--- src/rtl/core/rle_pair_run_encoder_unit_macros.svh ---
// Assertion macros used by the top level of the run length encoder.
`ifndef RLE_PAIR_RUN_ENCODER_UNIT_MACROS_SVH
`define RLE_PAIR_RUN_ENCODER_UNIT_MACROS_SVH

// Checked outside reset only.
`define RPE_ASSERT(lbl, prop, msg) \
  lbl: assert property (@(posedge clk_i) disable iff (!rst_ni) (prop)) else $error(msg);

// Checked at every edge, reset included.
`define RPE_ASSERT_ALWAYS(lbl, prop, msg) \
  lbl: assert property (@(posedge clk_i) (prop)) else $error(msg);

`endif

--- src/rtl/core/rpe_pkg.sv ---
// Types, constants and helpers of the run length encoder.
`timescale 1ns / 1ps
package rpe_pkg;

  localparam int WINDOW_DEPTH = 256;
  localparam int MAX_RUN      = 66;
  localparam int MAX_PAIRS    = 65;
  localparam int MAX_LITERAL  = 63;
  localparam int LOOK_NEED    = (2 * MAX_PAIRS > MAX_RUN) ? 2 * MAX_PAIRS : MAX_RUN;

  localparam int WIN_AW = $clog2(WINDOW_DEPTH);
  localparam int WIN_CW = $clog2(WINDOW_DEPTH + 1);

  localparam int LIT_DEPTH = 64;
  localparam int LIT_W     = $clog2(LIT_DEPTH);

  localparam int CMDQ_DEPTH = 2;
  localparam int CMDQ_AW    = $clog2(CMDQ_DEPTH);

  localparam logic [7:0] RUN_TAG  = 8'h40;
  localparam logic [7:0] PAIR_TAG = 8'h80;

  localparam logic OP_BYTE  = 1'b0;
  localparam logic OP_DRAIN = 1'b1;

  localparam logic MODE_RAW = 1'b0;
  localparam logic MODE_RLE = 1'b1;

  typedef struct packed {
    logic       op;
    logic [7:0] data_byte;
    logic       end_of_payload;
  } req_t;

  typedef struct packed {
    logic       has_byte;
    logic [7:0] out_byte;
    logic       burst_last;
    logic       payload_done;
  } res_t;

  typedef enum logic [2:0] {
    CMD_RAW,
    CMD_MARK,
    CMD_RUN,
    CMD_PAIR,
    CMD_FLUSH
  } cmd_kind_e;

  typedef struct packed {
    cmd_kind_e        kind;
    logic [7:0]       b0;
    logic [7:0]       a;
    logic [7:0]       b;
    logic [LIT_W-1:0] n;
    logic             done;
  } cmd_t;

  typedef struct packed {
    logic             we;
    logic [LIT_W-1:0] addr;
    logic [7:0]       data;
  } lit_wr_t;

  // Circular window address: base plus offset, offset at most the depth.
  function automatic logic [WIN_AW-1:0] win_wrap(input logic [WIN_AW-1:0] base,
                                                 input logic [WIN_CW-1:0] off);
    logic [WIN_AW:0] s;
    s = {1'b0, base} + (WIN_AW + 1)'(off);
    if (s >= (WIN_AW + 1)'(WINDOW_DEPTH)) s = s - (WIN_AW + 1)'(WINDOW_DEPTH);
    return s[WIN_AW-1:0];
  endfunction

endpackage

--- src/rtl/core/rpe_ram.sv ---
// Generic single write port RAM with registered read.
`timescale 1ns / 1ps
module rpe_ram #(
  parameter int WIDTH = 8,
  parameter int DEPTH = 64
) (
  input  logic                     clk_i,
  input  logic                     we_i,
  input  logic [$clog2(DEPTH)-1:0] waddr_i,
  input  logic [WIDTH-1:0]         wdata_i,
  input  logic                     re_i,
  input  logic [$clog2(DEPTH)-1:0] raddr_i,
  output logic [WIDTH-1:0]         rdata_o
);

  logic [WIDTH-1:0] mem_q [DEPTH];
  logic [WIDTH-1:0] rdata_q;

  always_ff @(posedge clk_i) begin
    if (we_i) mem_q[waddr_i] <= wdata_i;
    if (re_i) rdata_q <= mem_q[raddr_i];
  end

  assign rdata_o = rdata_q;

endmodule

--- src/rtl/core/rpe_front.sv ---
// Front end: takes items, keeps the lookahead window and decides tokens.
`timescale 1ns / 1ps
module rpe_front import rpe_pkg::*; (
  input  logic    clk_i,
  input  logic    rst_ni,
  input  logic    push,
  output logic    full,
  input  req_t    req_i,
  input  logic    cfg_we_i,
  input  logic    cfg_wdata_i,
  output lit_wr_t lit_wr_o,
  output logic    cmd_push_o,
  output cmd_t    cmd_o,
  input  logic    cmd_full_i,
  input  logic    cmd_empty_i,
  input  logic    back_idle_i
);

  localparam logic [2:0] F_IDLE = 3'd0;
  localparam logic [2:0] F_DEC  = 3'd1;
  localparam logic [2:0] F_RD   = 3'd2;
  localparam logic [2:0] F_CMP  = 3'd3;
  localparam logic [2:0] F_CLS  = 3'd4;
  localparam logic [2:0] F_PUSH = 3'd5;

  localparam logic [2:0] PH_A   = 3'd0;
  localparam logic [2:0] PH_RUN = 3'd1;
  localparam logic [2:0] PH_B   = 3'd2;
  localparam logic [2:0] PH_P2  = 3'd3;
  localparam logic [2:0] PH_P3  = 3'd4;
  localparam logic [2:0] PH_PE  = 3'd5;
  localparam logic [2:0] PH_PO  = 3'd6;

  logic [2:0]        state_q, state_d;
  logic [2:0]        phase_q, phase_d;
  logic              mode_q, mode_d;
  logic [WIN_AW-1:0] head_q, head_d;
  logic [WIN_CW-1:0] cnt_q, cnt_d;
  logic              end_q, end_d;
  logic [LIT_W-1:0]  lit_q, lit_d;
  logic [WIN_CW-1:0] idx_q, idx_d;
  logic [WIN_CW-1:0] run_q, run_d;
  logic [WIN_CW-1:0] pairs_q, pairs_d;
  logic [7:0]        a_q, a_d;
  logic [7:0]        b_q, b_d;
  cmd_t              cmd_q, cmd_d;

  logic              win_we, win_re;
  logic [WIN_AW-1:0] win_waddr, win_raddr;
  logic [7:0]        win_rdata;

  logic              run_stop;
  logic [WIN_CW-1:0] run_nx, pairs_nx, pop_n;
  logic [LIT_W-1:0]  lit_nx;

  rpe_ram #(
    .WIDTH(8),
    .DEPTH(WINDOW_DEPTH)
  ) u_win_ram (
    .clk_i   (clk_i),
    .we_i    (win_we),
    .waddr_i (win_waddr),
    .wdata_i (req_i.data_byte),
    .re_i    (win_re),
    .raddr_i (win_raddr),
    .rdata_o (win_rdata)
  );

  always_comb begin
    state_d    = state_q;
    phase_d    = phase_q;
    mode_d     = mode_q;
    head_d     = head_q;
    cnt_d      = cnt_q;
    end_d      = end_q;
    lit_d      = lit_q;
    idx_d      = idx_q;
    run_d      = run_q;
    pairs_d    = pairs_q;
    a_d        = a_q;
    b_d        = b_q;
    cmd_d      = cmd_q;
    win_we     = 1'b0;
    win_re     = 1'b0;
    win_waddr  = win_wrap(head_q, cnt_q);
    win_raddr  = win_wrap(head_q, idx_q);
    lit_wr_o   = '{we: 1'b0, addr: lit_q, data: a_q};
    cmd_push_o = 1'b0;
    run_stop   = 1'b0;
    run_nx     = run_q + WIN_CW'(1);
    pairs_nx   = pairs_q + WIN_CW'(1);
    pop_n      = (run_q >= WIN_CW'(3)) ? run_q : (pairs_q << 1);
    lit_nx     = lit_q + LIT_W'(1);

    if (cfg_we_i) mode_d = cfg_wdata_i;

    unique case (state_q)
      F_IDLE: begin
        if (push) begin
          if (mode_q == MODE_RAW) begin
            if (req_i.op == OP_BYTE) begin
              cmd_d = '{kind: CMD_RAW, b0: req_i.data_byte, a: 8'd0, b: 8'd0,
                        n: '0, done: req_i.end_of_payload};
              state_d = F_PUSH;
            end
          end else begin
            if (req_i.op == OP_BYTE && !end_q && cnt_q < WIN_CW'(WINDOW_DEPTH)) begin
              win_we = 1'b1;
              cnt_d  = cnt_q + WIN_CW'(1);
              if (req_i.end_of_payload) end_d = 1'b1;
            end
            state_d = F_DEC;
          end
        end
      end
      F_DEC: begin
        if (!end_q && cnt_q < WIN_CW'(LOOK_NEED)) begin
          state_d = F_IDLE;
        end else if (cnt_q == '0) begin
          // end reached with an empty window: flush or give the bare marker
          cmd_d = '{kind: (lit_q != '0) ? CMD_FLUSH : CMD_MARK, b0: 8'(lit_q),
                    a: 8'd0, b: 8'd0, n: lit_q, done: 1'b1};
          lit_d   = '0;
          end_d   = 1'b0;
          state_d = F_PUSH;
        end else begin
          idx_d   = '0;
          run_d   = WIN_CW'(1);
          pairs_d = '0;
          phase_d = PH_A;
          state_d = F_RD;
        end
      end
      F_RD: begin
        win_re  = 1'b1;
        state_d = F_CMP;
      end
      F_CMP: begin
        state_d = F_CLS;
        unique case (phase_q)
          PH_A: begin
            a_d = win_rdata;
            if (cnt_q > WIN_CW'(1) && MAX_RUN > 1) begin
              idx_d   = WIN_CW'(1);
              phase_d = PH_RUN;
              state_d = F_RD;
            end else begin
              run_stop = 1'b1;
            end
          end
          PH_RUN: begin
            if (win_rdata == a_q) begin
              run_d = run_nx;
              if (run_nx < cnt_q && run_nx < WIN_CW'(MAX_RUN)) begin
                idx_d   = run_nx;
                state_d = F_RD;
              end else begin
                run_stop = 1'b1;
              end
            end else begin
              run_stop = 1'b1;
            end
          end
          PH_B: begin
            b_d     = win_rdata;
            idx_d   = WIN_CW'(2);
            phase_d = PH_P2;
            state_d = F_RD;
          end
          PH_P2: begin
            if (win_rdata == a_q) begin
              idx_d   = WIN_CW'(3);
              phase_d = PH_P3;
              state_d = F_RD;
            end
          end
          PH_P3: begin
            if (win_rdata == b_q) begin
              pairs_d = WIN_CW'(2);
              if (cnt_q > WIN_CW'(5) && MAX_PAIRS > 2) begin
                idx_d   = WIN_CW'(4);
                phase_d = PH_PE;
                state_d = F_RD;
              end
            end
          end
          PH_PE: begin
            if (win_rdata == a_q) begin
              idx_d   = idx_q + WIN_CW'(1);
              phase_d = PH_PO;
              state_d = F_RD;
            end
          end
          PH_PO: begin
            if (win_rdata == b_q) begin
              pairs_d = pairs_nx;
              if (((pairs_nx << 1) + WIN_CW'(1)) < cnt_q &&
                  pairs_nx < WIN_CW'(MAX_PAIRS)) begin
                idx_d   = pairs_nx << 1;
                phase_d = PH_PE;
                state_d = F_RD;
              end
            end
          end
          default: state_d = F_CLS;
        endcase
        // run scan over: try a pair run when the run is short
        if (run_stop) begin
          if (run_d < WIN_CW'(3) && cnt_q > WIN_CW'(5)) begin
            idx_d   = WIN_CW'(1);
            phase_d = PH_B;
            state_d = F_RD;
          end else begin
            state_d = F_CLS;
          end
        end
      end
      F_CLS: begin
        if (run_q >= WIN_CW'(3) || pairs_q >= WIN_CW'(3)) begin
          if (lit_q != '0) begin
            // pending literals go out first, the token waits for a later item
            cmd_d   = '{kind: CMD_FLUSH, b0: 8'(lit_q), a: 8'd0, b: 8'd0,
                        n: lit_q, done: 1'b0};
            lit_d   = '0;
            state_d = F_PUSH;
          end else begin
            head_d = win_wrap(head_q, pop_n);
            cnt_d  = cnt_q - pop_n;
            if (run_q >= WIN_CW'(3)) begin
              cmd_d = '{kind: CMD_RUN, b0: RUN_TAG | 8'(run_q - WIN_CW'(3)), a: a_q,
                        b: b_q, n: '0, done: 1'b0};
            end else begin
              cmd_d = '{kind: CMD_PAIR, b0: PAIR_TAG | 8'(pairs_q - WIN_CW'(2)), a: a_q,
                        b: b_q, n: '0, done: 1'b0};
            end
            if (end_q && cnt_q == pop_n) begin
              cmd_d.done = 1'b1;
              end_d      = 1'b0;
            end
            state_d = F_PUSH;
          end
        end else if (cmd_empty_i && back_idle_i) begin
          // hold the append until any earlier flush has read the store
          lit_wr_o.we = 1'b1;
          head_d      = win_wrap(head_q, WIN_CW'(1));
          cnt_d       = cnt_q - WIN_CW'(1);
          if (lit_nx >= LIT_W'(MAX_LITERAL)) begin
            cmd_d = '{kind: CMD_FLUSH, b0: 8'(lit_nx), a: 8'd0, b: 8'd0,
                      n: lit_nx, done: 1'b0};
            if (end_q && cnt_q == WIN_CW'(1)) begin
              cmd_d.done = 1'b1;
              end_d      = 1'b0;
            end
            lit_d   = '0;
            state_d = F_PUSH;
          end else begin
            lit_d   = lit_nx;
            state_d = F_IDLE;
          end
        end
      end
      F_PUSH: begin
        if (!cmd_full_i) begin
          cmd_push_o = 1'b1;
          state_d    = F_IDLE;
        end
      end
      default: state_d = F_IDLE;
    endcase
  end

  assign full  = (state_q != F_IDLE);
  assign cmd_o = cmd_q;

  always_ff @(posedge clk_i or negedge rst_ni) begin
    if (!rst_ni) begin
      state_q <= F_IDLE;
      phase_q <= PH_A;
      mode_q  <= MODE_RLE;
      head_q  <= '0;
      cnt_q   <= '0;
      end_q   <= 1'b0;
      lit_q   <= '0;
      run_q   <= '0;
      pairs_q <= '0;
    end else begin
      state_q <= state_d;
      phase_q <= phase_d;
      mode_q  <= mode_d;
      head_q  <= head_d;
      cnt_q   <= cnt_d;
      end_q   <= end_d;
      lit_q   <= lit_d;
      run_q   <= run_d;
      pairs_q <= pairs_d;
    end
  end

  always_ff @(posedge clk_i) begin
    idx_q <= idx_d;
    a_q   <= a_d;
    b_q   <= b_d;
    cmd_q <= cmd_d;
  end

endmodule

--- src/rtl/core/rpe_cmd_queue.sv ---
// Short command queue between the front end and the back end.
`timescale 1ns / 1ps
module rpe_cmd_queue import rpe_pkg::*; (
  input  logic clk_i,
  input  logic rst_ni,
  input  logic push_i,
  input  cmd_t data_i,
  output logic full_o,
  input  logic pop_i,
  output cmd_t data_o,
  output logic empty_o
);

  cmd_t               slot_q [CMDQ_DEPTH];
  logic [CMDQ_AW-1:0] wr_q, rd_q;
  logic [CMDQ_AW:0]   cnt_q;
  logic               do_push, do_pop;

  assign full_o  = (cnt_q == (CMDQ_AW + 1)'(CMDQ_DEPTH));
  assign empty_o = (cnt_q == '0);
  assign do_push = push_i && !full_o;
  assign do_pop  = pop_i && !empty_o;
  assign data_o  = slot_q[rd_q];

  always_ff @(posedge clk_i) begin
    if (do_push) slot_q[wr_q] <= data_i;
  end

  always_ff @(posedge clk_i or negedge rst_ni) begin
    if (!rst_ni) begin
      wr_q  <= '0;
      rd_q  <= '0;
      cnt_q <= '0;
    end else begin
      if (do_push) wr_q <= wr_q + CMDQ_AW'(1);
      if (do_pop) rd_q <= rd_q + CMDQ_AW'(1);
      if (do_push && !do_pop) cnt_q <= cnt_q + (CMDQ_AW + 1)'(1);
      else if (do_pop && !do_push) cnt_q <= cnt_q - (CMDQ_AW + 1)'(1);
    end
  end

endmodule

--- src/rtl/core/rpe_back.sv ---
// Back end: expands commands into result bytes and holds the output register.
`timescale 1ns / 1ps
module rpe_back import rpe_pkg::*; (
  input  logic             clk_i,
  input  logic             rst_ni,
  input  logic             cmd_empty_i,
  input  cmd_t             cmd_i,
  output logic             cmd_pop_o,
  output logic             lit_re_o,
  output logic [LIT_W-1:0] lit_raddr_o,
  input  logic [7:0]       lit_rdata_i,
  output logic             idle_o,
  output logic             empty,
  input  logic             pop,
  output res_t             res_o
);

  localparam logic [1:0] B_IDLE = 2'd0;
  localparam logic [1:0] B_RD   = 2'd1;
  localparam logic [1:0] B_EMIT = 2'd2;

  logic [1:0]       state_q, state_d;
  logic [LIT_W-1:0] k_q, k_d;
  cmd_t             cur_q, cur_d;
  logic             vld_q, vld_d;
  res_t             res_q, res_d;
  logic             out_free, last;
  logic [7:0]       byte_sel;

  assign out_free = !vld_q || pop;

  always_comb begin
    unique case (cur_q.kind)
      CMD_RUN:   last = (k_q == LIT_W'(1));
      CMD_PAIR:  last = (k_q == LIT_W'(2));
      CMD_FLUSH: last = (k_q == cur_q.n);
      default:   last = (k_q == '0);
    endcase
    if (k_q == '0) begin
      byte_sel = cur_q.b0;
    end else begin
      unique case (cur_q.kind)
        CMD_FLUSH: byte_sel = lit_rdata_i;
        CMD_PAIR:  byte_sel = (k_q == LIT_W'(1)) ? cur_q.a : cur_q.b;
        default:   byte_sel = cur_q.a;
      endcase
    end
  end

  always_comb begin
    state_d     = state_q;
    k_d         = k_q;
    cur_d       = cur_q;
    vld_d       = vld_q;
    res_d       = res_q;
    cmd_pop_o   = 1'b0;
    lit_re_o    = 1'b0;
    lit_raddr_o = k_q - LIT_W'(1);

    if (pop) vld_d = 1'b0;

    unique case (state_q)
      B_IDLE: begin
        if (!cmd_empty_i) begin
          cmd_pop_o = 1'b1;
          cur_d     = cmd_i;
          k_d       = '0;
          state_d   = B_EMIT;
        end
      end
      B_RD: begin
        lit_re_o = 1'b1;
        state_d  = B_EMIT;
      end
      B_EMIT: begin
        if (out_free) begin
          vld_d = 1'b1;
          res_d = '{has_byte: (cur_q.kind != CMD_MARK), out_byte: byte_sel,
                    burst_last: last, payload_done: last && cur_q.done};
          if (last) begin
            state_d = B_IDLE;
          end else begin
            k_d     = k_q + LIT_W'(1);
            state_d = (cur_q.kind == CMD_FLUSH) ? B_RD : B_EMIT;
          end
        end
      end
      default: state_d = B_IDLE;
    endcase
  end

  assign idle_o = (state_q == B_IDLE);
  assign empty  = !vld_q;
  assign res_o  = res_q;

  always_ff @(posedge clk_i or negedge rst_ni) begin
    if (!rst_ni) begin
      state_q <= B_IDLE;
      vld_q   <= 1'b0;
    end else begin
      state_q <= state_d;
      vld_q   <= vld_d;
    end
  end

  always_ff @(posedge clk_i) begin
    k_q   <= k_d;
    cur_q <= cur_d;
    res_q <= res_d;
  end

endmodule

--- src/rtl/core/rle_pair_run_encoder_unit.sv ---
// Top level of the run length encoder with pair runs.
`timescale 1ns / 1ps
`include "rle_pair_run_encoder_unit_macros.svh"
// Encodes a byte stream into run tokens (0x40|n-3, byte), pair tokens
// (0x80|pairs-2, two bytes) and literal blocks (count, bytes), or passes
// bytes through when the mode bit from cfg_wdata_i is 0. Items enter by
// push/full and results leave by empty/pop, at most one byte per result. An
// item holds full high while the front end works on it. With no decision the
// item passes through F_DEC, in pass-through through F_PUSH, before full
// drops. A decision reads the lookahead RAM one byte at a time on its single
// read port, each byte in F_RD then F_CMP: up to 66 bytes for a run scan, or
// up to 3 followed by up to 129 for a pair scan. It then classifies in F_CLS
// and queues the command in F_PUSH, which waits too while the command queue
// is full. A literal append also waits until the back end has read out any
// earlier literal flush. The back end fetches each command in B_IDLE, then
// gives one result per cycle for tokens while pop keeps the output free,
// and reads each literal byte in B_RD before it emits it. It runs on while
// the front end takes the next item. No clearing pass after reset.
module rle_pair_run_encoder_unit import rpe_pkg::*; (
  input  logic clk_i,
  input  logic rst_ni,
  input  logic push,
  output logic full,
  input  req_t req_i,
  output logic empty,
  input  logic pop,
  output res_t res_o,
  input  logic cfg_we_i,
  input  logic cfg_wdata_i
);

  lit_wr_t          lit_wr;
  logic             q_push, q_full, q_empty, q_pop;
  cmd_t             q_in, q_out;
  logic             back_idle;
  logic             lit_re;
  logic [LIT_W-1:0] lit_raddr;
  logic [7:0]       lit_rdata;

  rpe_front u_front (
    .clk_i       (clk_i),
    .rst_ni      (rst_ni),
    .push        (push),
    .full        (full),
    .req_i       (req_i),
    .cfg_we_i    (cfg_we_i),
    .cfg_wdata_i (cfg_wdata_i),
    .lit_wr_o    (lit_wr),
    .cmd_push_o  (q_push),
    .cmd_o       (q_in),
    .cmd_full_i  (q_full),
    .cmd_empty_i (q_empty),
    .back_idle_i (back_idle)
  );

  rpe_cmd_queue u_cmd_queue (
    .clk_i   (clk_i),
    .rst_ni  (rst_ni),
    .push_i  (q_push),
    .data_i  (q_in),
    .full_o  (q_full),
    .pop_i   (q_pop),
    .data_o  (q_out),
    .empty_o (q_empty)
  );

  rpe_ram #(
    .WIDTH(8),
    .DEPTH(LIT_DEPTH)
  ) u_lit_ram (
    .clk_i   (clk_i),
    .we_i    (lit_wr.we),
    .waddr_i (lit_wr.addr),
    .wdata_i (lit_wr.data),
    .re_i    (lit_re),
    .raddr_i (lit_raddr),
    .rdata_o (lit_rdata)
  );

  rpe_back u_back (
    .clk_i       (clk_i),
    .rst_ni      (rst_ni),
    .cmd_empty_i (q_empty),
    .cmd_i       (q_out),
    .cmd_pop_o   (q_pop),
    .lit_re_o    (lit_re),
    .lit_raddr_o (lit_raddr),
    .lit_rdata_i (lit_rdata),
    .idle_o      (back_idle),
    .empty       (empty),
    .pop         (pop),
    .res_o       (res_o)
  );

  `RPE_ASSERT(a_lit_write_safe, lit_wr.we |-> (back_idle && q_empty), "store written in flush")
  `RPE_ASSERT(a_cmd_no_overflow, q_push |-> !q_full, "command pushed into full queue")
  `RPE_ASSERT(a_cmd_no_underflow, q_pop |-> !q_empty, "command popped from empty queue")
  `RPE_ASSERT_ALWAYS(a_done_last, !empty && res_o.payload_done |-> res_o.burst_last, "early done")

endmodule
--- config.mk ---
export PLATFORM = sky130hd
export DESIGN_NAME = rle_pair_run_encoder_unit
export DESIGN_NICKNAME = d
export VERILOG_FILES = /design/src/rtl/core/rpe_pkg.sv /design/src/rtl/core/rpe_ram.sv /design/src/rtl/core/rpe_front.sv /design/src/rtl/core/rpe_cmd_queue.sv /design/src/rtl/core/rpe_back.sv /design/src/rtl/core/rle_pair_run_encoder_unit.sv
export VERILOG_INCLUDE_DIRS = /design/src /design/src/rtl/core
export SDC_FILE = /design/constraint.sdc
export NUM_CORES = 2
export LEC_CHECK = 0
export ABC_AREA = 1
export BUFFER_PORTS_ARGS = -buffer_cell sky130_fd_sc_hd__buf_2
export CORE_MARGIN = 5
export CORE_UTILIZATION = 40
export CTS_CLUSTER_DIAMETER = 40
export DETAILED_ROUTE_END_ITERATION = 6
export GPL_TIMING_DRIVEN = 0
export HOLD_SLACK_MARGIN = 0.15
export PLACE_DENSITY = 0.52
export SLEW_MARGIN = 20
export SYNTH_ARGS = -nofsm -noshare
export SYNTH_HDL_FRONTEND = slang
export SYNTH_HIERARCHICAL = 1
export SYNTH_SLANG_ARGS = --single-unit
--- constraint.sdc ---
create_clock -name clk_i -period 9.35 [get_ports clk_i]
set_input_delay 1.87 -clock clk_i [delete_from_list [all_inputs] [get_ports clk_i]]
set_output_delay 1.87 -clock clk_i [all_outputs]
set_load 0.02 [all_outputs]
Yosys cells after proc, flatten, opt, wreduce, memory -nomap -nowiden
Memories as Yosys holds them, arrays and structs flattened. A register that Yosys moved wholly into a read port is not among the register bits.
Cells that the tools add are included.
- bits in registers: 132
- RAM bits: 2628
- input bits: 16
- output and inout port bits: 13
- word-level logic and storage cells: 324
- memories: 3
- add/subtract/negate cells: 24
- order comparisons: 16
- equal/unequal tests: 49
- multiplexer cells: 150
- bitwise operators: 2
- reduce and logical (&&, ||, !) cells: 52
- memories (name ; words ; width ; rd ports ; clocked after Yosys merged registers in ; write ports ; RTL line ; RTL):
    u_front.u_win_ram.mem_q ; 256 ; 8 ; 1 ; 1 ; 1 ; rpe_ram.sv:16 ; logic [WIDTH-1:0] mem_q [DEPTH];
    u_lit_ram.mem_q ; 64 ; 8 ; 1 ; 1 ; 1 ; rpe_ram.sv:16 ;
    u_cmd_queue.slot_q ; 2 ; 34 ; 1 ; 1 ; 1 ; rpe_cmd_queue.sv:14 ; cmd_t slot_q [CMDQ_DEPTH];
- operator list (operator ; number):
    34-bit 2-to-1 mux ; 9
    9-bit 2-to-1 mux ; 27
    34-bit case mux with 3 select lines ; 1
    3-bit 2-to-1 mux ; 31
    9-bit case mux with 2 select lines ; 5
    8-bit 2-to-1 mux ; 9
    9-bit case mux with 7 select lines ; 1
    6-bit 2-to-1 mux ; 9
    3-bit case mux with 6 select lines ; 3
    9-bit by 1-bit adder with 9-bit output (second input constant) ; 5
    1-bit 2-to-1 mux ; 40
    9-bit greater-or-equal comparator (second input constant) ; 4
    32-bit 2-to-1 mux ; 1
    8-bit by 1-bit subtractor with 8-bit output (second input constant) ; 4
    8-bit by 9-bit adder with 9-bit output ; 3
    6-bit case mux with 2 select lines ; 2
    2-bit != test (second input constant) ; 10
    3-bit by 2-bit == test with 1-bit output (second input constant) ; 6
    3-bit == test (second input constant) ; 6
    9-bit by 2-bit greater-or-equal comparator with 1-bit output (second input constant) ; 2
    9-bit by 7-bit < comparator with 1-bit output (second input constant) ; 2
    9-bit < comparator ; 2
    8-bit == test ; 2
    8-bit case mux with 2 select lines ; 1
    other kinds (52) ; 108

Logic depth before layout (Yosys ltp)
- depth after elaboration: 10
- mapped depth: 22
- depth with buffers taken out: 22

By module
The synthesis kept the hierarchy.
- by module, submodules not included (module ; instances ; cells an instance ; area each (um2) ; seq. area each (um2)):
    rpe_ram at u_front.u_win_ram ; 1 ; 7003 ; 83476.3 ; 61739.2
    rpe_ram at u_lit_ram ; 1 ; 1805 ; 21419.3 ; 15615.0
    rpe_front ; 1 ; 1126 ; 8486.9 ; 2969.1
    rpe_cmd_queue ; 1 ; 209 ; 2711.4 ; 2142.1
    rpe_back ; 1 ; 219 ; 2487.4 ; 1606.5

Worst setup path after synthesis
Ideal clock, no wire load.
- path kind: input to register
- from: input push
- to: register u_front.cmd_q (netlist bit u_front/cmd_o[0]) (enable)
- setup time: 0.468 ns
- arrival time: 4.454 ns
- required time: 8.882 ns
- path slack: 4.428 ns
- cell stages on the path: 4
- path buffers: 0
- path through: inv_1 > nand2_1 > nand2_4 > nor3_1
- cells in the longest elaborated chain, start to end: 2
- ends and longest elaborated chain (what ; RTL line ; RTL):
    from (decl) ; rle_pair_run_encoder_unit.sv:22 ; input logic push,
    2-bit != test (no source line) ; -- ;
    8-bit AND reduction (no source line) ; -- ;
    to (signal assigned) ; rpe_front.sv:303 ; cmd_q <= cmd_d;
    to (decl) ; rpe_front.sv:46 ; cmd_t cmd_q, cmd_d;
No other way between the ends.
A chain may end at the register's enable or synchronous reset.

Worst setup path in the final report
- from: register u_front.cnt_q[1]
- to: memory u_front.u_win_ram.mem_q[190][2] (enable)
- elaborated cells between the ends (all ways): 12
- those cells by class: 2 x add/sub; 2 x order compare; 7 x mux; 1 x reduce/logical
- RTL lines (what ; RTL line ; RTL):
    from (decl) ; rpe_front.sv:38 ; logic [WIN_CW-1:0] cnt_q, cnt_d;
    from (signal assigned) ; rpe_front.sv:291 ; cnt_q <= cnt_d;
    8-bit by 9-bit adder with 9-bit output * ; rpe_pkg.sv:69 ; s = {1'b0, base} + (WIN_AW + 1)'(off);
    8-bit by 1-bit subtractor with 8-bit output or 9-bit greater-or-equal comparator (tied branches) ; rpe_pkg.sv:70 ; if (s >= (WIN_AW + 1)'(WINDOW_DEPTH)) s = s - (WIN_AW + 1)'(WINDOW_DEPTH);
    8-bit 2-to-1 mux * ; rpe_pkg.sv:70 ;
    named net u_front.win_waddr[7] ; rpe_front.sv:49 ; logic [WIN_AW-1:0] win_waddr, win_raddr;
    to (decl) ; rpe_ram.sv:16 ;
The timed path passes the listed nets; every way through them passes the cells marked *.

==> results.md <==
- Status: complete, but fails checks
- TNS Setup: 0 ps
- Reg2reg end: u_front/u_win_ram/mem_q[190][2]
- Register area share after synthesis: 70.9%
- Max IR drop VDD: 0.355 mV
- Global-route wire length before repair: 652 mm
- Top cells by area, synth: edfxtp_1 70%, nand3_1 11%, nand2_1 10%, nor2_1 1.6%, buf_2 1.4%
- Cell taking the most area after synthesis: edfxtp_1
- Syn nets: 10400
- Layout cells sized above 1: 14.0%
- Overall die area: 307000 um2
- Drc violations: 1
- Hold WC Path Type: register to register
- Die Y: 554 um
- H-tree levels: 5
- Clock-pin slew on the worst setup and hold paths: 50 ps
- Async set-reset flop share out of synthesis: 1.99%
- Hold Buf Count CTS: 0
- # port buffers: 28
- Worst hold slack: 440 ps
- Tmin final: 5650 ps
- Cts bufs inserted: 432
- Synthesized flop and latch total: 2809
- Max Freq: 177 MHz
- Hold Crit Depth: 0
- Crit path kind: register to register
- Num ports: 29
- Number of enable flip-flop cells after synthesis: 2753
- Synthesized instance count: 10400
- Hold_sp: u_front/cmd_o[4]
- Initial Util: 40.1%
- Unique cell type count in the Yosys netlist: 62
- Initial drt markers: 12600
- Synth warnings: 6
- Share of the synthesized area in the top cell type: 69.7%
- Crit-path max FO: 10
- Failing checks: design-rule violations
- Synth Cell Area: 119000 um2
- Hold Vio Cnt, Final: 0
- Worst EP arrival: 6210 ps
- Row count: 200
- Max cap viols: 0
- Commonest cells after routing, fill and taps aside: 3179 x nand2_1, 2753 x edfxtp_1, 2524 x nand3_1, 434 x clkbuf_16, 388 x nor2_1
- Area delta synth->final: 18.7%
- Initial antenna violation count: 26
- Worst flop-to-flop path startpoint: u_front/cnt_q[1]
- Die width: 554 um
- CTS resizes: 0
- Commonest non-fill, non-tap cell in the layout: nand2_1
- Hold Path Sink: u_cmd_queue/slot_q[0][4]
- CORE AREA: 296000 um2
- RSZ-0062 raised after global routing: false
- Pwr dens: 406 nW/um2
- Startpoint types: register
- DRT Pass-1 Iters: 7
- # clock sinks: 2809
- Largest net degree at the start of global routing: 125
- Worst slew pin tran: 1320 ps
- Worst-Skew Late Latency: 980 ps
- Final Max Slew Viols: 0
- Ys flop type: edfxtp_1
- Total gr overflow: 0
- Detailed Place HPWL: 336 mm
- Max Root-Sink Buffers: 4
- Number of fill cells: 26600
- Routed wire length: 478 mm
- CP endpoint kind: register
- DR vias: 88600
- Final period util: 60.4%
- Nets: 11000
- CTS tree: yes
- Slew margin rel.: 11.5%
- GP Congestion: 1.00
- Via density: 5.81
- Final Skew: 78.3 ps
- Root Buffer: clkbuf_16
- R2R setup slack: 3700 ps
- Wire length per cell: 31.3 um
- Setup-failing EPs final: 0
- Syn_area_per_cell: 11.4 um2
- Post-route ant nets: 0
- GR Util All Layers: 30.1%
- Vias in the first global route: 82400
- Reg2Reg Depth: 14
- WP data required: 9910 ps
- Post-CTS setup buffers: 0
- Leak pwr: 51.3 nW
[worst max-delay path: stages, from the launching register on]
cell	delay, ps
dfrtp_1	660
ha_1	330
nand3_1	90
nand2_1	90
a21oi_1	140
inv_1	60
a21oi_1	180
o21ai_0	100
a21oi_1	150
xor2_1	810
nand2_1	440
nor2_1	600
inv_1	280
clkbuf_1	300
nor2_1	1040
[final cells by class]
type | count | area [um2] | area share, %
timing repair buffer | 119 | 1780 | 1.27
inverter | 248 | 952 | 0.676
clock inverter | 350 | 4130 | 2.93
tap | 3939 | 4930 | 3.50
clock buffer | 456 | 10900 | 7.77
antenna | 11 | 27.5 | 0.0195
multi-input combinational | 6677 | 30400 | 21.6
buffer | 628 | 3530 | 2.51
sequential | 2809 | 84100 | 59.7
[worst max path at each step]
stage	start	endpoint	slack, ps	cells after the start
6_report	u_front/cnt_q[1]	u_front/u_win_ram/mem_q[190][2]	3700	14
5_1_grt	u_front/cnt_q[1]	u_front/u_win_ram/mem_q[190][3]	3870	14
4_1_cts	u_front/cnt_q[1]	u_front/u_win_ram/mem_q[190][7]	4030	14
3_5_place_dp	req_i[9]	u_front/u_win_ram/mem_q[64][4]	3960	9
3_3_place_gp	req_i[5]	u_front/u_win_ram/mem_q[235][4]	2320	1
2_1_floorplan	push	u_front/cmd_o[0]	4430	4
[cells by family (layout without fill, tap and decap cells)]
group	count (synthesis)	in the layout	synth area share, %
adder cells (fa/ha/maj)	65	65	0.711
XOR/XNOR	56	56	0.414
AND/OR/NAND/NOR	6328	6328	23.1
flip-flops	2809	2809	70.9
buffers and inverters	876	1801	3.73
other	0	11	0
AO/OA/AOI/OAI	228	228	1.11
[flip-flops by register name (all words and copies together) (netlist names), 9 cells and up]
name,cells
u_front/pairs_q,9
u_front/run_q,9
u_back/cur_q,34
u_back/res_o,11
u_cmd_queue/slot_q,68
u_front/u_win_ram/mem_q,2048
u_front/cnt_q,9
u_front/cmd_o,34
u_lit_ram/mem_q,512
[cell usage after synthesis (all sizes together) (2+ instances only)]
library cell and count:
nand2 3198, edfxtp 2753, nand3 2529, nor2 521
buf 496, inv 244, clkbuf 132, o21ai 113
a21oi 64, ha 61, dfrtp 55, xor2 41
nand4 35, nor3 24, xnor2 15, nor4 10
o22ai 10, a41oi 8, nand3b 8, a31oi 7
o211ai 6, o21bai 5, clkinv 4, fa 4
o31ai 4, a221o 2, a221oi 2, o221ai 2
or2 2
[power by group]
part | internal [mW] | switching (mW) | leakage [nW]
Combinational | 5.88 | 20.0 | 18.5
Clock | 10.2 | 6.37 | 7.26
Sequential | 14.4 | 0.271 | 25.5
[routing by layer]
| layer | global-route usage (%) | wire length (um) |
|---|---|---|
| met5 | 0.453 | 127 |
| met1 | 41.3 | 191000 |
| met3 | 7.76 | 54000 |
| met2 | 44.9 | 206000 |
| met4 | 13.9 | 26200 |
[through the flow]
step | utilization (%) | total power, mW | setup slack, ps | cells | area, um2
2_1_floorplan | - | 27.7 | 4430 | 10400 | 119000
3_3_place_gp | 41.8 | 39.5 | 2320 | 14300 | 124000
3_5_place_dp | 42.5 | 39.8 | 3960 | 14400 | 126000
4_1_cts | 47.5 | 56.4 | 4030 | 15200 | 141000
5_1_grt | 47.6 | 58.7 | 3870 | 15200 | 141000
6_report | 47.6 | 57.1 | 3700 | 15200 | 141000
No activity file was read; power rests on OpenSTA's default activity.
